## config.mk

```make
export PLATFORM = sky130hd
export DESIGN_NAME = pose_frame_deframer_flat
export DESIGN_NICKNAME = d
export VERILOG_FILES = /design/src/pfd_pkg.sv /design/src/pfd_in_if.sv /design/src/pfd_out_if.sv /design/src/pfd_parser.sv /design/src/pose_frame_deframer.sv /design/src/flat_wrapper.sv
export SDC_FILE = /design/constraint.sdc
export NUM_CORES = 1
export LEC_CHECK = 0
export BUFFER_PORTS_ARGS = -buffer_cell sky130_fd_sc_hd__buf_2
export CAP_MARGIN = 20
export CORE_MARGIN = 4
export CORE_UTILIZATION = 30
export CTS_BUF_LIST = sky130_fd_sc_hd__clkbuf_8
export DETAILED_ROUTE_END_ITERATION = 12
export MAX_ROUTING_LAYER = met4
export SETUP_SLACK_MARGIN = 0.1
export SLEW_MARGIN = 20
export SYNTH_ARGS = -nofsm -noshare
export SYNTH_HDL_FRONTEND = slang
export SYNTH_SLANG_ARGS = --single-unit
```

## constraint.sdc

```tcl
create_clock -name i_clk -period 33.3 [get_ports i_clk]
set_input_delay 1.665 -clock i_clk [delete_from_list [all_inputs] [get_ports i_clk]]
set_output_delay 1.665 -clock i_clk [all_outputs]
set_load 0.01 [all_outputs]
```

## src/pfd_pkg.sv

```systemverilog
package pfd_pkg;

    localparam logic [7:0] HDR1_BYTE = 8'h55;
    localparam logic [7:0] HDR2_BYTE = 8'hAA;
    localparam logic [7:0] LEN_BYTE  = 8'h14;
    localparam logic [7:0] TRL1_BYTE = 8'h0D;
    localparam logic [7:0] TRL2_BYTE = 8'h0A;

    localparam int unsigned PAYLOAD_LEN = 20;
    localparam int unsigned IDX_W       = $clog2(PAYLOAD_LEN);

    localparam logic [31:0] SEL_POS_ZERO = 32'h0000_0000;
    localparam logic [31:0] SEL_NEG_ZERO = 32'h8000_0000;
    localparam logic [31:0] SEL_ONE      = 32'h3F80_0000;

    localparam logic KIND_CURRENT = 1'b0;
    localparam logic KIND_TARGET  = 1'b1;

    typedef enum logic [2:0] {
        PH_HUNT1   = 3'd0,
        PH_HUNT2   = 3'd1,
        PH_LEN     = 3'd2,
        PH_PAYLOAD = 3'd3,
        PH_TRL1    = 3'd4,
        PH_TRL2    = 3'd5,
        PH_IGNORE  = 3'd6
    } t_phase;

    typedef struct packed {
        logic        record_kind;
        logic [31:0] pos_x;
        logic [31:0] pos_y;
        logic [31:0] pos_z;
        logic [31:0] heading;
    } t_record;

endpackage

```

## src/pfd_in_if.sv

```systemverilog
interface pfd_in_if;
    logic       valid;
    logic       ready;
    logic [7:0] rx_byte;
    logic       buffer_start;

    modport source (output valid, output rx_byte, output buffer_start, input ready);
    modport sink   (input valid, input rx_byte, input buffer_start, output ready);
endinterface

```

## src/pfd_out_if.sv

```systemverilog
interface pfd_out_if;
    logic        valid;
    logic        ready;
    logic        record_kind;
    logic [31:0] pos_x;
    logic [31:0] pos_y;
    logic [31:0] pos_z;
    logic [31:0] heading;

    modport source (output valid, output record_kind, output pos_x, output pos_y,
                    output pos_z, output heading, input ready);
    modport sink   (input valid, input record_kind, input pos_x, input pos_y,
                    input pos_z, input heading, output ready);
endinterface

```

## src/pfd_parser.sv

```systemverilog
module pfd_parser (
    input  logic             i_clk,
    input  logic             i_rst_n,
    input  logic             i_advance,
    input  logic [7:0]       i_rx_byte,
    input  logic             i_buffer_start,
    output logic             o_emit,
    output pfd_pkg::t_record o_record
);
    import pfd_pkg::*;

    t_phase                 r_phase, n_phase;
    logic [IDX_W-1:0]       r_index, n_index;
    logic [7:0]             r_store [PAYLOAD_LEN];
    t_phase                 cur_phase;
    logic [IDX_W-1:0]       cur_index;
    logic [IDX_W-1:0]       wr_index;
    logic                   store_we;
    logic [31:0]            sel_word;

    assign sel_word = {r_store[3], r_store[2], r_store[1], r_store[0]};

    assign o_record.record_kind = (sel_word == SEL_ONE) ? KIND_TARGET : KIND_CURRENT;
    assign o_record.pos_x   = {r_store[7],  r_store[6],  r_store[5],  r_store[4]};
    assign o_record.pos_y   = {r_store[11], r_store[10], r_store[9],  r_store[8]};
    assign o_record.pos_z   = {r_store[15], r_store[14], r_store[13], r_store[12]};
    assign o_record.heading = {r_store[19], r_store[18], r_store[17], r_store[16]};

    always_ff @(posedge i_clk) begin
        if (!i_rst_n) begin
            r_phase <= PH_HUNT1;
            r_index <= '0;
        end else if (i_advance) begin
            r_phase <= n_phase;
            r_index <= n_index;
        end
    end

    always_ff @(posedge i_clk) begin
        if (i_advance && store_we) begin
            r_store[wr_index] <= i_rx_byte;
        end
    end

    always_comb begin
        // A buffer start forces the parser back to hunting before the byte is parsed.
        cur_phase = i_buffer_start ? PH_HUNT1 : r_phase;
        cur_index = i_buffer_start ? '0 : r_index;
        n_phase   = cur_phase;
        n_index   = cur_index;
        wr_index  = (cur_index >= IDX_W'(PAYLOAD_LEN)) ? '0 : cur_index;
        store_we  = 1'b0;
        o_emit    = 1'b0;
        unique case (cur_phase)
            PH_HUNT2: begin
                n_phase = (i_rx_byte == HDR2_BYTE) ? PH_LEN : PH_HUNT1;
            end
            PH_LEN: begin
                if (i_rx_byte == LEN_BYTE) begin
                    n_phase = PH_PAYLOAD;
                    n_index = '0;
                end else begin
                    n_phase = PH_HUNT1;
                end
            end
            PH_PAYLOAD: begin
                store_we = 1'b1;
                if (wr_index == IDX_W'(PAYLOAD_LEN - 1)) begin
                    n_index = '0;
                    n_phase = PH_TRL1;
                end else begin
                    n_index = wr_index + IDX_W'(1);
                end
            end
            PH_TRL1: begin
                n_phase = (i_rx_byte == TRL1_BYTE) ? PH_TRL2 : PH_HUNT1;
            end
            PH_TRL2: begin
                n_phase = PH_IGNORE;
                o_emit  = (i_rx_byte == TRL2_BYTE) &&
                          (sel_word == SEL_POS_ZERO || sel_word == SEL_NEG_ZERO ||
                           sel_word == SEL_ONE);
            end
            PH_IGNORE: begin
                n_phase = PH_IGNORE;
            end
            default: begin
                // Hunting for the first header byte; the unused code lands here too.
                n_phase = (i_rx_byte == HDR1_BYTE) ? PH_HUNT2 : PH_HUNT1;
            end
        endcase
    end

endmodule

```

## src/pose_frame_deframer.sv

```systemverilog
// Channel  Dir  Payload                                   Handshake
// i_in     in   rx_byte[7:0], buffer_start                valid/ready
// o_out    out  record_kind, pos_x, pos_y, pos_z, heading valid/ready
//
// One byte is accepted per cycle while the input side does not stall. A byte is
// parsed while it sits in the input register, and a finished record is then
// loaded into the output register, from which it is offered.
// Synchronous active-low reset returns the parser to header hunting; the
// payload store is not cleared. The input side stalls only while a record waits
// in the output register and a byte is pending.
module pose_frame_deframer (
    input  logic      i_clk,
    input  logic      i_rst_n,
    pfd_in_if.sink    i_in,
    pfd_out_if.source o_out
);
    import pfd_pkg::*;

    logic       r_in_valid;
    logic [7:0] r_in_byte;
    logic       r_in_start;
    logic       r_out_valid;
    t_record    r_out;
    logic       advance;
    logic       emit;
    t_record    record;

    assign advance    = r_in_valid && (!r_out_valid || o_out.ready);
    assign i_in.ready = !r_in_valid || advance;

    always_ff @(posedge i_clk) begin
        if (!i_rst_n) begin
            r_in_valid <= 1'b0;
        end else if (i_in.ready) begin
            r_in_valid <= i_in.valid;
        end
    end

    always_ff @(posedge i_clk) begin
        if (i_in.ready && i_in.valid) begin
            r_in_byte  <= i_in.rx_byte;
            r_in_start <= i_in.buffer_start;
        end
    end

    pfd_parser u_parser (
        .i_clk          (i_clk),
        .i_rst_n        (i_rst_n),
        .i_advance      (advance),
        .i_rx_byte      (r_in_byte),
        .i_buffer_start (r_in_start),
        .o_emit         (emit),
        .o_record       (record)
    );

    always_ff @(posedge i_clk) begin
        if (!i_rst_n) begin
            r_out_valid <= 1'b0;
        end else if (advance) begin
            r_out_valid <= emit;
        end else if (o_out.ready) begin
            r_out_valid <= 1'b0;
        end
    end

    always_ff @(posedge i_clk) begin
        if (advance && emit) begin
            r_out <= record;
        end
    end

    assign o_out.valid       = r_out_valid;
    assign o_out.record_kind = r_out.record_kind;
    assign o_out.pos_x       = r_out.pos_x;
    assign o_out.pos_y       = r_out.pos_y;
    assign o_out.pos_z       = r_out.pos_z;
    assign o_out.heading     = r_out.heading;

endmodule

```

## src/flat_wrapper.sv

```systemverilog
// flat-port wrapper written by rule: the top's interface ports become plain ports
module pose_frame_deframer_flat import pfd_pkg::*;
  (i_clk, i_rst_n, i_in_valid, i_in_rx_byte, i_in_buffer_start, i_in_ready, o_out_valid, o_out_record_kind, o_out_pos_x, o_out_pos_y, o_out_pos_z, o_out_heading, o_out_ready);
  pfd_in_if i_in_i ();
  pfd_out_if o_out_i ();
  input  logic i_clk;
  input  logic i_rst_n;
  input wire logic [$bits(i_in_i.valid)-1:0] i_in_valid;
  input wire logic [$bits(i_in_i.rx_byte)-1:0] i_in_rx_byte;
  input wire logic [$bits(i_in_i.buffer_start)-1:0] i_in_buffer_start;
  output wire logic [$bits(i_in_i.ready)-1:0] i_in_ready;
  output wire logic [$bits(o_out_i.valid)-1:0] o_out_valid;
  output wire logic [$bits(o_out_i.record_kind)-1:0] o_out_record_kind;
  output wire logic [$bits(o_out_i.pos_x)-1:0] o_out_pos_x;
  output wire logic [$bits(o_out_i.pos_y)-1:0] o_out_pos_y;
  output wire logic [$bits(o_out_i.pos_z)-1:0] o_out_pos_z;
  output wire logic [$bits(o_out_i.heading)-1:0] o_out_heading;
  input wire logic [$bits(o_out_i.ready)-1:0] o_out_ready;
  assign i_in_i.valid = i_in_valid;
  assign i_in_i.rx_byte = i_in_rx_byte;
  assign i_in_i.buffer_start = i_in_buffer_start;
  assign i_in_ready = i_in_i.ready;
  assign o_out_valid = o_out_i.valid;
  assign o_out_record_kind = o_out_i.record_kind;
  assign o_out_pos_x = o_out_i.pos_x;
  assign o_out_pos_y = o_out_i.pos_y;
  assign o_out_pos_z = o_out_i.pos_z;
  assign o_out_heading = o_out_i.heading;
  assign o_out_i.ready = o_out_ready;
  pose_frame_deframer u_core (.i_clk(i_clk), .i_rst_n(i_rst_n), .i_in(i_in_i), .o_out(o_out_i));
endmodule
```

==> qor.txt <==
========================================================================================
Outcome                                                                        completed
HP Start                                                                    u_core.u_parser.r_store[9][0]
Number of cells on the worst reg-to-reg path                                           6
Worst-case setup slack after placement                                          29100 ps
Internal power contribution                                                  0.0005590 W
Seq/Total Area, Yosys                                                             0.9134
Accumulated negative setup slack                                                    0 ps
Sequential fraction of design power                                                0.604
Drt total wl                                                                    19720 µm
Number of global-route vias before repair                                           4777
Type of the setup path with the least slack                                       in2out
GRT Overall Usage                                                                 0.1093
Clock H-tree levels                                                                    2
Number of standard-cell rows in the floorplan                                         66
Number of antenna violations at the first check in global routing                      0
Die W                                                                           190.7 µm
Syn avg cell area                                                              22.41 µm²
Buffer cell driving the clock tree root                                     sky130_fd_sc_hd__clkbuf_8
Final clock skew                                                                21.85 ps
R2r endpoint                                                                o_out_pos_x[22]
Vias/cell                                                                          4.145
Clk_lat worst skew                                                                550 ps
Worst hold path endpoint                                                    o_out_pos_y[8]
Worst setup path startpoint                                                  o_out_ready
Worst-case headroom to the max-slew limit                                         0.3354
Post-route total power                                                       0.0007048 W
Clock Pin Slew Worst Setup and Hold Paths                                          60 ps
Leakage power                                                                   4.076 nW
Number of search-and-repair iterations in the first detailed-routing pass              4
Share of Yosys cell area claimed by the top area cell type                        0.8934
CTS tree                                                                            done
CP Launch Type                                                              primary input
Ports                                                                                144
Share of async-settable or async-resettable flops after synthesis                      0
Maximum number of pins on one net before global-route repair                          82
Leading post-synthesis cells by cell area                                   sky130_fd_sc_hd__edfxtp_1 (89%), sky130_fd_sc_hd__dfxtp_1 (2.0%), sky130_fd_sc_hd__nor2_1 (0.97%)
Cts bufs inserted                                                                     47
Most numerous cell in the Yosys netlist                                     sky130_fd_sc_hd__edfxtp_1
Tightest hold margin                                                            407.9 ps
RSZ-0062 raised after global routing                                               false
Clock network fraction of design power                                             0.379
Fill cells                                                                          3061
Post-detail-place hpwl                                                          11970 µm
Final Max Slew Viols                                                                   0
Yosys cell types                                                                      45
Post-synthesis cell area                                                     0.01002 mm²
Number of flops mapped to enable cells by yosys                                      298
CTS resizes                                                                            0
Crit. End Element                                                           primary output
Floorplan core area                                                          0.03270 mm²
Power density over the cells                                                58.11 mW/mm²
Total count of hold-check failures in the final report                                 0
Count of yosys warnings during synthesis                                               0
Min-delay worst type                                                             reg2reg
Post-Syn Nets                                                                        464
Required time worst endpoint                                                    31630 ps
Clock Tree Buf Depth                                                                   3
Worst voltage drop across the vdd grid                                          26.87 µV
Peak clock frequency supported by timing                                       238.9 MHz
First-pass GRT wire length                                                      28940 µm
Area of the die                                                              0.03637 mm²
Global route total overflow                                                            0
Effective utilization at floorplan                                                0.3063
Number of max-capacitance violations reported                                          0
Synth-to-Final Area Change                                                        21.10%
# port buffers                                                                       143
RD Place Congestion                                                               0.7217
Relative contribution of combinational cells to total power                        0.017
Arrival time at the worst endpoint                                               2520 ps
#FFs+latches synth                                                                   308
Count of buffers added by post-CTS timing repair for setup                             0
Final count of negative-setup-slack endpoints                                          0
Number of sinks on the clock net                                                     308
Number of design rule violations left after detail routing                             0
Critical path fanouts, max                                                             6
Hold Path Depth                                                                        0
Switching power                                                              0.0001458 W
Final critical-path required period                                              4185 ps
Hold-fix buffer count after cts                                                        0
Post-layout nets                                                                     661
Most instantiated cells after synthesis                                     sky130_fd_sc_hd__edfxtp_1 (298), sky130_fd_sc_hd__nor2_1 (26), sky130_fd_sc_hd__nand2_1 (15), sky130_fd_sc_hd__dfxtp_1 (10), sky130_fd_sc_hd__nor4_1 (9)
Net switching share of the total power                                            0.2069
Count of antenna-violating nets left after detailed routing                            0
Count of inserted antenna diode cells                                                  0
Crit Reg-Reg Startpoint                                                     u_core.r_in_byte[3]
R2r setup slk                                                                   30530 ps
Final setup margin                                                              29120 ps
Share of cells above drive strength 1                                             0.3161
Largest area contributor in the synthesized netlist                         sky130_fd_sc_hd__edfxtp_1
Slew @ Worst Pin                                                                996.8 ps
Total number of vias                                                                4638
Average routed wire per standard cell                                           17.62 µm
Violation count after the first detailed-route iteration                             403
Fin crit share                                                                    0.1257
Die extent in y                                                                 190.7 µm
Synth Instances                                                                      447
Most frequently used flop master after synthesis                            sky130_fd_sc_hd__edfxtp_1
========================================================================================
## critical path, stage by stage
cell and delay, ps:
sky130_fd_sc_hd__buf_2 100, sky130_fd_sc_hd__nor2b_1 470, sky130_fd_sc_hd__nand2_1 120, sky130_fd_sc_hd__buf_2 160
## cell families after synthesis
| kind of cell | after synthesis | synth area share |
|---|---|---|
| xor gates and xnor gates | 4 | 0.003498 |
| and+or+nand+nor | 96 | 0.05609 |
| adders and majority gates | 4 | 0.004997 |
| buffers and inverters | 13 | 0.006496 |
| AOI/OAI and AO/OA | 22 | 0.01549 |
| DFF | 308 | 0.9134 |
## metrics by stage
| stage | instance area (µm²) | util | cells |
|---|---|---|---|
| floorplan | 10020 | - | 447 |
| global placement | 11330 | 0.3465 | 1037 |
| detailed placement | 11330 | 0.3465 | 1037 |
| CTS | 12130 | 0.3709 | 1119 |
| global route | 12130 | 0.3709 | 1119 |
| finish | 12130 | 0.3709 | 1119 |
## state kept, by name (all words and copies together) (netlist names), 3 cells and up
register and count:
u_core.u_parser.r_index 5, u_core.u_parser.r_store 160, o_out_pos_x 32, u_core.r_in_byte 8, o_out_heading 32, o_out_pos_z 32
o_out_pos_y 32, u_core.u_parser.r_phase 3
## cells in the final DEF (no fill, tap or decap), drive strengths merged
cell type / instances
a31oi: 1
o41ai: 1
xnor2: 3
nand2b: 1
or3: 1
o21ai: 6
a311oi: 1
a41o: 1
and3b: 2
nand3: 5
nor2b: 4
inv: 26
o22ai: 3
nor2: 26
a21oi: 5
or4b: 1
dfxtp: 10
or4: 1
nor4b: 4
o211ai: 1
clkinv: 17
nor3: 6
ha: 4
or2: 1
o31ai: 1
and3: 3
nand2: 15
clkbuf: 47
and2: 3
nand4: 6
buf: 153
nand3b: 2
edfxtp: 298
nand4bb: 1
nor4: 9
xor2: 1
nand4b: 3
o311a: 2
nor3b: 1
and4b: 1
## worst max path at each step
stage,depth (start not counted),slack [ps],to
2_1_floorplan,4,18140,o_out_heading[0]
3_5_place_dp,4,29100,i_in_ready
6_report,4,29120,i_in_ready
4_1_cts,4,29090,i_in_ready
5_1_grt,4,29010,i_in_ready
3_3_place_gp,4,29120,i_in_ready
## power by group through the flow
stage	registers, W	logic (W)	clock network (W)
global placement	0.000434	0.0000122	0
CTS	0.000426	0.0000123	0.000278
finish	0.000426	0.0000117	0.000267
floorplan	0.000436	0.00000261	0
detailed placement	0.000434	0.0000123	0
global route	0.000426	0.0000129	0.000297
## layer usage
metal	share of wire	vias up	GRT usage	wire length, µm
li1	-	2174	-	-
met1	0.44	2270	0.1398	8652
met2	0.48	155	0.1735	9449
met3	0.060	39	0.02636	1182
met4	0.022	0	0.03536	431
met5	0	-	-	0
## final cells by class
cell class	count	area [µm²]	share of cell area
sequential	308	9149	0.7543
multi-input combinational	126	808.3	0.06664
inverter	8	30.03	0.002476
clock inverter	35	151.4	0.01248
timing repair buffer	153	790.8	0.06520
clock buffer	47	646.9	0.05333
tap	442	553.0	0.04560
Note: power is estimated with default switching activity, not from simulation.
